File: config.mk
export PLATFORM = sky130hd
export DESIGN_NAME = integer_field_formatter_core
export DESIGN_NICKNAME = d
export VERILOG_FILES = /design/src/hw/rtl/ifc_pkg.sv /design/src/hw/rtl/ifc_front.sv /design/src/hw/rtl/ifc_queue.sv /design/src/hw/rtl/ifc_div.sv /design/src/hw/rtl/ifc_back.sv /design/src/hw/rtl/integer_field_formatter_core.sv
export SDC_FILE = /design/constraint.sdc
export NUM_CORES = 1
export LEC_CHECK = 0
export ABC_AREA = 1
export BUFFER_PORTS_ARGS = -buffer_cell sky130_fd_sc_hd__buf_2
export CAP_MARGIN = 40
export CORE_MARGIN = 2
export CORE_UTILIZATION = 56
export CTS_CLUSTER_DIAMETER = 30
export DETAILED_ROUTE_END_ITERATION = 10
export GPL_TIMING_DRIVEN = 0
export PLACE_DENSITY = 0.84
export SLEW_MARGIN = 30
export SYNTH_ARGS = -nofsm -noshare
export SYNTH_HDL_FRONTEND = slang
export SYNTH_SLANG_ARGS = --single-unit
File: constraint.sdc
create_clock -name clk -period 10.3 [get_ports clk]
set_input_delay 2.06 -clock clk [delete_from_list [all_inputs] [get_ports clk]]
set_output_delay 2.06 -clock clk [all_outputs]
set_load 0.005 [all_outputs]
File: src/hw/rtl/ifc_pkg.sv
// shared types, constants and helpers of the integer field formatter
// no dependencies
`default_nettype none

package ifc_pkg;

	localparam int VAL_W     = 64;
	localparam int PREC_MAX  = 40;
	localparam int RADIX_MIN = 2;
	localparam int RADIX_MAX = 16;

	// format flag bit positions
	localparam int FLAG_SIGNED  = 0;
	localparam int FLAG_LEFT    = 1;
	localparam int FLAG_PLUS    = 2;
	localparam int FLAG_SPACE   = 3;
	localparam int FLAG_ZEROPAD = 4;
	localparam int FLAG_PREFIX  = 5;
	localparam int FLAG_LOWER   = 6;

	typedef logic [7:0] char_t;

	localparam char_t CH_NUL    = 8'h00;
	localparam char_t CH_ZERO   = 8'h30;
	localparam char_t CH_X      = 8'h58;
	localparam char_t CH_SPACE  = 8'h20;
	localparam char_t CH_MINUS  = 8'h2d;
	localparam char_t CH_PLUS   = 8'h2b;
	localparam char_t CASE_MASK = 8'h20;

	localparam char_t DIGIT_CHARS [16] = '{
		8'h30, 8'h31, 8'h32, 8'h33, 8'h34, 8'h35, 8'h36, 8'h37,
		8'h38, 8'h39, 8'h41, 8'h42, 8'h43, 8'h44, 8'h45, 8'h46
	};

	typedef enum logic [1:0] {
		SGN_NONE,
		SGN_MINUS,
		SGN_PLUS,
		SGN_SPACE
	} sgn_t;

	// classified request, front to back
	typedef struct packed {
		logic [VAL_W-1:0] mag;
		logic [4:0]       radix;
		sgn_t             sgn;
		logic             left;
		logic             zeropad;
		logic             prefix;
		logic             lower;
		logic             zero_val;
		logic             dot;
		logic [5:0]       width;
		logic [5:0]       prec;
	} cmd_t;

	typedef enum logic [2:0] {
		ST_IDLE,
		ST_DIV,
		ST_WAIT,
		ST_SETUP,
		ST_EMIT
	} st_t;

	typedef enum logic [2:0] {
		PH_START,
		PH_LEAD,
		PH_SIGN,
		PH_PFX,
		PH_MID,
		PH_ZFILL,
		PH_DIG,
		PH_TRAIL
	} ph_t;

	function automatic char_t digit_char(logic [3:0] d, logic lower);
		return DIGIT_CHARS[d] | (lower ? CASE_MASK : CH_NUL);
	endfunction

	function automatic char_t sign_char(sgn_t s);
		char_t c;
		c = CH_NUL;
		case (s)
			SGN_MINUS: c = CH_MINUS;
			SGN_PLUS:  c = CH_PLUS;
			SGN_SPACE: c = CH_SPACE;
			default:   c = CH_NUL;
		endcase
		return c;
	endfunction

endpackage

`default_nettype wire

File: src/hw/rtl/ifc_front.sv
// front end: takes a request and classifies it into a command
// depends on ifc_pkg
`default_nettype none

module ifc_front import ifc_pkg::*; #(
	parameter int MAX_FIELD = 48
) (
	input  logic              in_valid,
	output logic              in_ready,
	input  logic signed [63:0] value,
	input  logic [4:0]        radix,
	input  logic [6:0]        format_flags,
	input  logic [5:0]        total_width,
	input  logic [5:0]        min_digits,
	input  logic              precision_given,
	output logic              cmd_valid,
	input  logic              cmd_ready,
	output cmd_t              cmd
);

	localparam logic [6:0] MF = 7'(MAX_FIELD);
	localparam logic [5:0] PM = 6'(PREC_MAX);

	logic neg;
	logic left;

	always_comb begin
		neg  = format_flags[FLAG_SIGNED] && value[63];
		left = format_flags[FLAG_LEFT];
		cmd  = '0;

		cmd.mag = neg ? (64'd0 - $unsigned(value)) : $unsigned(value);

		if (radix < 5'(RADIX_MIN)) begin
			cmd.radix = 5'(RADIX_MIN);
		end else if (radix > 5'(RADIX_MAX)) begin
			cmd.radix = 5'(RADIX_MAX);
		end else begin
			cmd.radix = radix;
		end

		if (!format_flags[FLAG_SIGNED]) begin
			cmd.sgn = SGN_NONE;
		end else if (neg) begin
			cmd.sgn = SGN_MINUS;
		end else if (format_flags[FLAG_PLUS]) begin
			cmd.sgn = SGN_PLUS;
		end else if (format_flags[FLAG_SPACE]) begin
			cmd.sgn = SGN_SPACE;
		end else begin
			cmd.sgn = SGN_NONE;
		end

		cmd.left     = left;
		cmd.zeropad  = format_flags[FLAG_ZEROPAD] && !left;
		cmd.prefix   = format_flags[FLAG_PREFIX];
		cmd.lower    = format_flags[FLAG_LOWER];
		cmd.zero_val = (value == 64'sd0);
		cmd.dot      = precision_given;
		cmd.width    = ({1'b0, total_width} > MF) ? MF[5:0] : total_width;
		cmd.prec     = (min_digits > PM) ? PM : min_digits;
	end

	assign cmd_valid = in_valid;
	assign in_ready  = cmd_ready;

endmodule

`default_nettype wire

File: src/hw/rtl/ifc_queue.sv
// two-entry command queue between front and back
// depends on ifc_pkg
`default_nettype none

module ifc_queue import ifc_pkg::*; (
	input  logic clk,
	input  logic arst_n,
	input  logic push_valid,
	output logic push_ready,
	input  cmd_t push_cmd,
	output logic pop_valid,
	input  logic pop_ready,
	output cmd_t pop_cmd
);

	localparam int DEPTH = 2;

	cmd_t       mem_q [DEPTH];
	logic       wr_ptr_q;
	logic       rd_ptr_q;
	logic [1:0] cnt_q;
	logic       push;
	logic       pop;

	assign push_ready = (cnt_q != 2'(DEPTH));
	assign pop_valid  = (cnt_q != 2'd0);
	assign pop_cmd    = mem_q[rd_ptr_q];
	assign push       = push_valid && push_ready;
	assign pop        = pop_valid && pop_ready;

	always_ff @(posedge clk or negedge arst_n) begin
		if (!arst_n) begin
			wr_ptr_q <= 1'b0;
			rd_ptr_q <= 1'b0;
			cnt_q    <= 2'd0;
		end else begin
			if (push) wr_ptr_q <= ~wr_ptr_q;
			if (pop) rd_ptr_q <= ~rd_ptr_q;
			if (push && !pop) begin
				cnt_q <= cnt_q + 2'd1;
			end else if (pop && !push) begin
				cnt_q <= cnt_q - 2'd1;
			end
		end
	end

	always_ff @(posedge clk) begin
		if (push) mem_q[wr_ptr_q] <= push_cmd;
	end

endmodule

`default_nettype wire

File: src/hw/rtl/ifc_div.sv
// iterative divider of a 64-bit value by a small radix, 8 quotient bits a cycle
// no dependencies
`default_nettype none

module ifc_div (
	input  logic        clk,
	input  logic        arst_n,
	input  logic        start,
	input  logic [63:0] dividend,
	input  logic [4:0]  divisor,
	output logic        done,
	output logic [63:0] quotient,
	output logic [3:0]  remainder
);

	localparam int BITS  = 8;
	localparam int NSTEP = 64 / BITS;
	localparam int CNT_W = $clog2(NSTEP);

	logic [63:0]      acc_q;
	logic [3:0]       rem_q;
	logic [4:0]       div_q;
	logic [CNT_W-1:0] cnt_q;
	logic             busy_q;
	logic             done_q;
	logic [3:0]       r;
	logic [4:0]       t;
	logic [BITS-1:0]  qb;

	always_comb begin
		r  = rem_q;
		t  = '0;
		qb = '0;
		for (int i = 0; i < BITS; i++) begin
			t = {r, acc_q[63-i]};
			if (t >= div_q) begin
				r           = 4'(t - div_q);
				qb[BITS-1-i] = 1'b1;
			end else begin
				r = t[3:0];
			end
		end
	end

	always_ff @(posedge clk or negedge arst_n) begin
		if (!arst_n) begin
			busy_q <= 1'b0;
			done_q <= 1'b0;
			cnt_q  <= '0;
		end else begin
			done_q <= 1'b0;
			if (start) begin
				busy_q <= 1'b1;
				cnt_q  <= '0;
			end else if (busy_q) begin
				cnt_q <= cnt_q + CNT_W'(1);
				if (cnt_q == CNT_W'(NSTEP - 1)) begin
					busy_q <= 1'b0;
					done_q <= 1'b1;
				end
			end
		end
	end

	always_ff @(posedge clk) begin
		if (start) begin
			acc_q <= dividend;
			rem_q <= 4'd0;
			div_q <= divisor;
		end else if (busy_q) begin
			acc_q <= {acc_q[63-BITS:0], qb};
			rem_q <= r;
		end
	end

	assign done      = done_q;
	assign quotient  = acc_q;
	assign remainder = rem_q;

endmodule

`default_nettype wire

File: src/hw/rtl/ifc_back.sv
// back end: digit extraction sequencer, digit stack and character emitter
// depends on ifc_pkg, drives ifc_div through its ports
`default_nettype none

module ifc_back import ifc_pkg::*; #(
	parameter int MAX_FIELD   = 48,
	parameter int DIGIT_DEPTH = 24
) (
	input  logic        clk,
	input  logic        arst_n,
	input  logic        cmd_valid,
	output logic        cmd_ready,
	input  cmd_t        cmd,
	output logic        div_start,
	output logic [63:0] div_dividend,
	output logic [4:0]  div_divisor,
	input  logic        div_done,
	input  logic [63:0] div_quotient,
	input  logic [3:0]  div_remainder,
	output logic        out_valid,
	input  logic        out_ready,
	output logic [7:0]  out_char,
	output logic        char_valid,
	output logic        last_char
);

	localparam int LEN_W = $clog2(3 + PREC_MAX + DIGIT_DEPTH + 1);
	localparam int DC_W  = $clog2(DIGIT_DEPTH + 1);

	typedef logic [LEN_W-1:0] len_t;

	st_t             st_q, st_d;
	ph_t             ph_q, ph_nx;
	len_t            rem_q, len_nx;
	len_t            cnt_q, tot_q;
	len_t            lead_q, mid_q, trail_q, zf_q;
	logic            pfx_on_q;
	cmd_t            cmd_q;
	logic [63:0]     mag_q;
	logic [DC_W-1:0] dc_q;
	logic [3:0]      dig_q [DIGIT_DEPTH];

	logic            out_valid_q;
	char_t           out_char_q;
	logic            char_valid_q;
	logic            last_char_q;

	logic            cmd_take;
	logic            zero_digit;
	logic            slot_free;
	logic            last_digit;
	logic            dig_push;
	logic            dig_pop;
	logic [3:0]      push_val;
	logic            emit_now;
	logic            emit_last;
	char_t           emit_char;

	len_t            sgn_len, pfx_len, prec_e, dc_e, p_len, fixed_len;
	len_t            wid_e, tot_len, pad_len, tot_eff;
	logic            pfx_on;

	assign cmd_ready  = (st_q == ST_IDLE);
	assign cmd_take   = cmd_ready && cmd_valid;
	assign zero_digit = (cmd.mag == 64'd0) && ((cmd.prec != 6'd0) || !cmd.dot);
	assign slot_free  = !out_valid_q || out_ready;
	assign last_digit = (dc_q == DC_W'(DIGIT_DEPTH - 1));
	assign emit_last  = (cnt_q == tot_q - len_t'(1));

	assign div_dividend = mag_q;
	assign div_divisor  = cmd_q.radix;

	// field layout
	always_comb begin
		sgn_len   = len_t'(cmd_q.sgn != SGN_NONE);
		pfx_on    = cmd_q.prefix && !(cmd_q.zero_val && cmd_q.left);
		pfx_len   = pfx_on ? len_t'(2) : len_t'(0);
		prec_e    = len_t'(cmd_q.prec);
		dc_e      = len_t'(dc_q);
		p_len     = (prec_e > dc_e) ? prec_e : dc_e;
		fixed_len = sgn_len + pfx_len + p_len;
		wid_e     = len_t'(cmd_q.width);
		tot_len   = (wid_e > fixed_len) ? wid_e : fixed_len;
		pad_len   = tot_len - fixed_len;
		tot_eff   = (tot_len > len_t'(MAX_FIELD)) ? len_t'(MAX_FIELD) : tot_len;
	end

	// phase order and lengths
	always_comb begin
		case (ph_q)
			PH_START: ph_nx = PH_LEAD;
			PH_LEAD:  ph_nx = PH_SIGN;
			PH_SIGN:  ph_nx = PH_PFX;
			PH_PFX:   ph_nx = PH_MID;
			PH_MID:   ph_nx = PH_ZFILL;
			PH_ZFILL: ph_nx = PH_DIG;
			PH_DIG:   ph_nx = PH_TRAIL;
			default:  ph_nx = PH_TRAIL;
		endcase
		case (ph_nx)
			PH_LEAD:  len_nx = lead_q;
			PH_SIGN:  len_nx = len_t'(cmd_q.sgn != SGN_NONE);
			PH_PFX:   len_nx = pfx_on_q ? len_t'(2) : len_t'(0);
			PH_MID:   len_nx = mid_q;
			PH_ZFILL: len_nx = zf_q;
			PH_DIG:   len_nx = len_t'(dc_q);
			PH_TRAIL: len_nx = trail_q;
			default:  len_nx = len_t'(0);
		endcase
	end

	// character of the current phase
	always_comb begin
		case (ph_q)
			PH_LEAD:  emit_char = CH_SPACE;
			PH_SIGN:  emit_char = sign_char(cmd_q.sgn);
			PH_PFX: begin
				if (cmd_q.zero_val) begin
					emit_char = CH_SPACE;
				end else if (rem_q == len_t'(2)) begin
					emit_char = CH_ZERO;
				end else begin
					emit_char = CH_X | (cmd_q.lower ? CASE_MASK : CH_NUL);
				end
			end
			PH_MID:   emit_char = CH_ZERO;
			PH_ZFILL: emit_char = CH_ZERO;
			PH_DIG:   emit_char = digit_char(dig_q[0], cmd_q.lower);
			PH_TRAIL: emit_char = CH_SPACE;
			default:  emit_char = CH_NUL;
		endcase
		if (tot_q == len_t'(0)) emit_char = CH_NUL;
	end

	// sequencer next state and strobes
	always_comb begin
		st_d      = st_q;
		div_start = 1'b0;
		emit_now  = 1'b0;
		case (st_q)
			ST_IDLE: begin
				if (cmd_valid) st_d = (cmd.mag == 64'd0) ? ST_SETUP : ST_DIV;
			end
			ST_DIV: begin
				div_start = 1'b1;
				st_d      = ST_WAIT;
			end
			ST_WAIT: begin
				if (div_done) begin
					st_d = ((div_quotient == 64'd0) || last_digit) ? ST_SETUP : ST_DIV;
				end
			end
			ST_SETUP: st_d = ST_EMIT;
			ST_EMIT: begin
				if (tot_q == len_t'(0)) begin
					if (slot_free) begin
						emit_now = 1'b1;
						st_d     = ST_IDLE;
					end
				end else if ((rem_q != len_t'(0)) && slot_free) begin
					emit_now = 1'b1;
					if (emit_last) st_d = ST_IDLE;
				end
			end
			default: st_d = ST_IDLE;
		endcase
	end

	assign dig_push = (cmd_take && zero_digit) || ((st_q == ST_WAIT) && div_done);
	assign dig_pop  = emit_now && (ph_q == PH_DIG) && (tot_q != len_t'(0));
	assign push_val = cmd_take ? 4'd0 : div_remainder;

	always_ff @(posedge clk or negedge arst_n) begin
		if (!arst_n) begin
			st_q        <= ST_IDLE;
			ph_q        <= PH_START;
			rem_q       <= '0;
			cnt_q       <= '0;
			dc_q        <= '0;
			out_valid_q <= 1'b0;
		end else begin
			st_q <= st_d;
			if (cmd_take) begin
				dc_q <= zero_digit ? DC_W'(1) : DC_W'(0);
			end else if ((st_q == ST_WAIT) && div_done) begin
				dc_q <= dc_q + DC_W'(1);
			end
			if (st_q == ST_SETUP) begin
				ph_q  <= PH_START;
				rem_q <= '0;
				cnt_q <= '0;
			end else if (st_q == ST_EMIT) begin
				if (rem_q == len_t'(0)) begin
					ph_q  <= ph_nx;
					rem_q <= len_nx;
				end else if (emit_now) begin
					rem_q <= rem_q - len_t'(1);
					cnt_q <= cnt_q + len_t'(1);
				end
			end
			if (emit_now) begin
				out_valid_q <= 1'b1;
			end else if (out_ready) begin
				out_valid_q <= 1'b0;
			end
		end
	end

	always_ff @(posedge clk) begin
		if (cmd_take) begin
			cmd_q <= cmd;
			mag_q <= cmd.mag;
		end else if ((st_q == ST_WAIT) && div_done) begin
			mag_q <= div_quotient;
		end

		// digit stack, top at entry zero
		if (dig_push) begin
			dig_q[0] <= push_val;
			for (int i = 1; i < DIGIT_DEPTH; i++) dig_q[i] <= dig_q[i-1];
		end else if (dig_pop) begin
			for (int i = 0; i < DIGIT_DEPTH - 1; i++) dig_q[i] <= dig_q[i+1];
		end

		if (st_q == ST_SETUP) begin
			lead_q   <= (!cmd_q.zeropad && !cmd_q.left) ? pad_len : len_t'(0);
			mid_q    <= cmd_q.zeropad ? pad_len : len_t'(0);
			trail_q  <= cmd_q.left ? pad_len : len_t'(0);
			zf_q     <= p_len - dc_e;
			pfx_on_q <= pfx_on;
			tot_q    <= tot_eff;
		end

		if (emit_now) begin
			out_char_q   <= emit_char;
			char_valid_q <= (tot_q != len_t'(0));
			last_char_q  <= (tot_q == len_t'(0)) || emit_last;
		end
	end

	assign out_valid  = out_valid_q;
	assign out_char   = out_char_q;
	assign char_valid = char_valid_q;
	assign last_char  = last_char_q;

endmodule

`default_nettype wire

File: src/hw/rtl/integer_field_formatter_core.sv
// integer field formatter: turns one conversion request into an ASCII field
// usage:
//   input channel (in_valid/in_ready) takes one transaction per request: value,
//   radix, format_flags, total_width, min_digits, precision_given
//   output channel (out_valid/out_ready) gives one character per transaction,
//   last_char marks the end of a request; an empty field gives a single
//   transaction with char_valid low and last_char high
// processing:
//   digits come from an iterative divider, one division of 8 divide steps plus
//   start and collect per digit; divided digits are capped at DIGIT_DEPTH, none
//   for a zero value, and the field is capped at MAX_FIELD characters;
//   requests are processed one at a time by the back end
//   a two-entry queue takes up to two more requests while one is in progress
// reset: arst_n clears the queue, the divider, the sequencer and the output valid flag
// stall: with out_ready low the current character is held and the back end
//   waits; the queue then fills and in_ready drops
// depends on ifc_pkg, ifc_front, ifc_queue, ifc_div, ifc_back
`default_nettype none

module integer_field_formatter_core import ifc_pkg::*; #(
	parameter int MAX_FIELD   = 48,
	parameter int DIGIT_DEPTH = 24
) (
	input  logic               clk,
	input  logic               arst_n,
	input  logic               in_valid,
	output logic               in_ready,
	input  logic signed [63:0] value,
	input  logic [4:0]         radix,
	input  logic [6:0]         format_flags,
	input  logic [5:0]         total_width,
	input  logic [5:0]         min_digits,
	input  logic               precision_given,
	output logic               out_valid,
	input  logic               out_ready,
	output logic [7:0]         out_char,
	output logic               char_valid,
	output logic               last_char
);

	cmd_t        front_cmd;
	logic        front_valid;
	logic        front_ready;
	cmd_t        back_cmd;
	logic        back_valid;
	logic        back_ready;
	logic        div_start;
	logic [63:0] div_dividend;
	logic [4:0]  div_divisor;
	logic        div_done;
	logic [63:0] div_quotient;
	logic [3:0]  div_remainder;

	ifc_front #(
		.MAX_FIELD (MAX_FIELD)
	) u_front (
		.in_valid        (in_valid),
		.in_ready        (in_ready),
		.value           (value),
		.radix           (radix),
		.format_flags    (format_flags),
		.total_width     (total_width),
		.min_digits      (min_digits),
		.precision_given (precision_given),
		.cmd_valid       (front_valid),
		.cmd_ready       (front_ready),
		.cmd             (front_cmd)
	);

	ifc_queue u_queue (
		.clk        (clk),
		.arst_n     (arst_n),
		.push_valid (front_valid),
		.push_ready (front_ready),
		.push_cmd   (front_cmd),
		.pop_valid  (back_valid),
		.pop_ready  (back_ready),
		.pop_cmd    (back_cmd)
	);

	ifc_div u_div (
		.clk       (clk),
		.arst_n    (arst_n),
		.start     (div_start),
		.dividend  (div_dividend),
		.divisor   (div_divisor),
		.done      (div_done),
		.quotient  (div_quotient),
		.remainder (div_remainder)
	);

	ifc_back #(
		.MAX_FIELD   (MAX_FIELD),
		.DIGIT_DEPTH (DIGIT_DEPTH)
	) u_back (
		.clk           (clk),
		.arst_n        (arst_n),
		.cmd_valid     (back_valid),
		.cmd_ready     (back_ready),
		.cmd           (back_cmd),
		.div_start     (div_start),
		.div_dividend  (div_dividend),
		.div_divisor   (div_divisor),
		.div_done      (div_done),
		.div_quotient  (div_quotient),
		.div_remainder (div_remainder),
		.out_valid     (out_valid),
		.out_ready     (out_ready),
		.out_char      (out_char),
		.char_valid    (char_valid),
		.last_char     (last_char)
	);

endmodule

`default_nettype wire

==> reports/results.ini <==
[outcome]
status = complete, but fails checks
violations = negative setup slack

[clock_tree]
postCtsHoldBufs = 0
cts_buffers = 95
clkSinkCount = 515
htreeDepth = 3
path_clk_slew_ns = 0.05
cts_buffer_depth = 3
clkLatencyLatePin_ns = 0.65
cts_tree = yes
cts-root-buf = clkbuf_16

[die]
die_height_um = 217.7
core.rowCount = 78
die_w_um = 217.7
ios = 105
start_util_pct = 56.58
die_area_um2 = 47380
coreArea_um2 = 45190

[finish]
drive_gt1_share_pct = 17.39
antenna_cells = 0
fin_util_pct = 70.03
syn2layout_area_growth_pct = 23.77
layout.nets = 3027
fin_cells = 3527
fill_cells = 2823

[sta]
slew_violations = 0
relSlewSlack_pct = 49.68
setup_slack_ns = -0.7531
fin_worst_skew_ns = 0.03510
rsz0062_at_grt = yes
fmaxAchievable_mhz = 90.47
period_share_pct = 107.3
setup_tns_ns = -3.309
finalHoldViolCount = 0
worst_pin_slew_ns = 0.7548
fin_crit_ns = 11.05
setup_violations = 5

[logic_synthesis]
synth_warnings = 0
ys_top_cells_by_count = nand2_1, edfxtp_1, inv_1, o21ai_0, nor2_1
netlist_instances = 2574
synth_area_leaders = edfxtp_1, nand2_1, o21ai_0
yosysTopAreaCell = edfxtp_1
ys_async_sr_fraction_pct = 6.796
synth_seq_area_share_pct = 59.65
synth-main-ff-cell = edfxtp_1
synth_edf_count = 476
synth_area_um2 = 25570
synth_top_cell_area_share_pct = 55.91
ys_types = 56
synth_seq_cells = 515
synth_most_common_cell = nand2_1
avgSynthCellArea_um2 = 9.932

[route]
routedWlPerCell_um = 20.09
vias = 20850
first_iter_violations = 2408
drc = 0
first_pass_iters = 6
antenna_left = 0
vias_per_cell = 5.912
drt-total-wl_mm = 70.84

[global_route]
grt_max_degree = 51
grtUsageTotal_pct = 28.41
antenna_found_initial = 2
grt_pass1_wl_mm = 105.6
gr-total-overflow = 0
grt_pass1_vias = 20590

[worst_setup_path]
crit_type = reg -> reg
endpoint_kind = flop
crit_required_ns = 10.87
worstPathArrival_ns = 11.62
cpPeakStageDelay_ns = 0.37
crit_top_cell = a21oi_2
critPathMaxFanout = 7
cp.buffers_inverters = 10
r2r_cells = 65
critPathLaunchType = flop
path_depth = 65
critPathTopFamily = compound AO/OA/AOI/OAI gates
cp_slowest_cell = edfxtp_1

[placed_design]
io_buffer_count = 103
dpl.cell_count = 3296
dp_slack_ns = -2.351
gp_congestion = 0.9294
place_hpwl_mm = 44.52

[hold_path]
worstHoldPathCells = 0
hold_path_class = reg -> reg

[job]
max_cap_viol_count = 0

==> placed cells by master (no fill, tap or decap), types with 6 or more instances in the layout <==
cell        instances
o21ai_1            14
nor3_1             26
clkinv_2           21
ha_4               16
nor4_1             42
buf_2             116
o21ai_4             6
buf_16              9
a31oi_1             9
inv_1             238
clkinvlp_4         19
nand2_4            14
xnor2_1            38
ha_1               62
or2_1               6
inv_2              15
o21ai_2            18
clkinv_1           11
clkbuf_16          97
dfrtp_1            35
o21ai_0           200
nor2_1            180
nand2_2            17
o211ai_1            6
mux2i_1             6
buf_6              15
fa_1               11
a21oi_1            47
a221oi_1            9
bufinv_16          17
clkbuf_1           53
o22ai_1             6
nand4_1            27
edfxtp_1          476
nand2_1           755
buf_4              55
nand3_1            50
or2_2              13
a21oi_2            13
xor2_1             62
==> per-layer routing <==
metal / track usage [%] / wire length (um)
met5: 0 / 13
met4: 15.09 / 3770
met3: 5.300 / 7060
met2: 47.27 / 34060
met1: 35.40 / 25940
==> worst reg2reg max path: cells and delay by family (launching register included) <==
family          cells  cell delay [ns]
compound gates     31             5.45
simple gates       16             1.53
fa+ha+maj           8             2.17
buf+inv            10             1.46
flops               1             0.37
==> stage by stage <==
stage	hold WS [ns]	area, um2
finish	0.4273	31640
CTS	0.4338	31010
detailed placement	0.4316	27290
floorplan	0.4003	25620
global route	0.4366	31640
global placement	0.4116	26890
==> final timing paths <==
| kind | startpoint | to | slack, ns |
|---|---|---|---|
| max reg2reg | u_div.div_q[2]$_DFFE_PP_ | u_div.remainder[0]$_SDFFE_PP0P_ | -0.75 |
| min reg2reg | u_back.div_divisor[1]$_DFFE_PP_ | u_div.div_q[1]$_DFFE_PP_ | 0.43 |
| min in group asynchronous | arst_n | u_back.cnt_q[2]$_DFFE_PN0P_ | 1.26 |
| max in group asynchronous | arst_n | u_back.dc_q[3]$_DFFE_PN0P_ | 8.62 |
| min | u_back.div_divisor[1]$_DFFE_PP_ | u_div.div_q[1]$_DFFE_PP_ | 0.43 |
| max | u_div.div_q[2]$_DFFE_PP_ | u_div.remainder[0]$_SDFFE_PP0P_ | -0.75 |
==> kinds of logic after synthesis <==
group	count (synthesis)	share of synthesized area, %
xor+xnor	100	3.426
other cells	1	0.01467
buf+inv	338	5.364
flops	515	59.65
mux	6	0.2349
fa+ha+maj	89	4.679
simple gates	1158	18.67
compound gates	367	7.963
==> state kept, by name, summed over array words and instances, names as in the netlist, 19 cells and up <==
name	count
u_div.quotient	64
u_queue.mem_q	178
u_back.dig_q	96
u_back.cmd_q	19
u_back.div_dividend	64
==> final cells by class <==
cell class / count / area (um2) / share of cell area (%)
sequential: 515 / 15250 / 48.19
multi-input combinational: 1723 / 9568 / 30.24
timing repair buffer: 172 / 1297 / 4.101
buffer: 80 / 404.1 / 1.277
clock inverter: 76 / 933.4 / 2.950
tap: 600 / 750.7 / 2.373
inverter: 258 / 978.4 / 3.092
clock buffer: 103 / 2460 / 7.774
==> timing repair <==
| action | in CTS | in global routing |
|---|---|---|
| hold endpoints to repair | 0 | 0 |
| pin swaps | 12 | 67 |
| resized for setup | 38 | 91 |
| endpoints found under the setup margin | 6 | 5 |
| setup buffers | 22 | 26 |
| cloned | 1 | 0 |
Power is left out: the tool's default activity adds up to more than one toggle a clock period on the data nets, which glitch-free logic cannot reach.
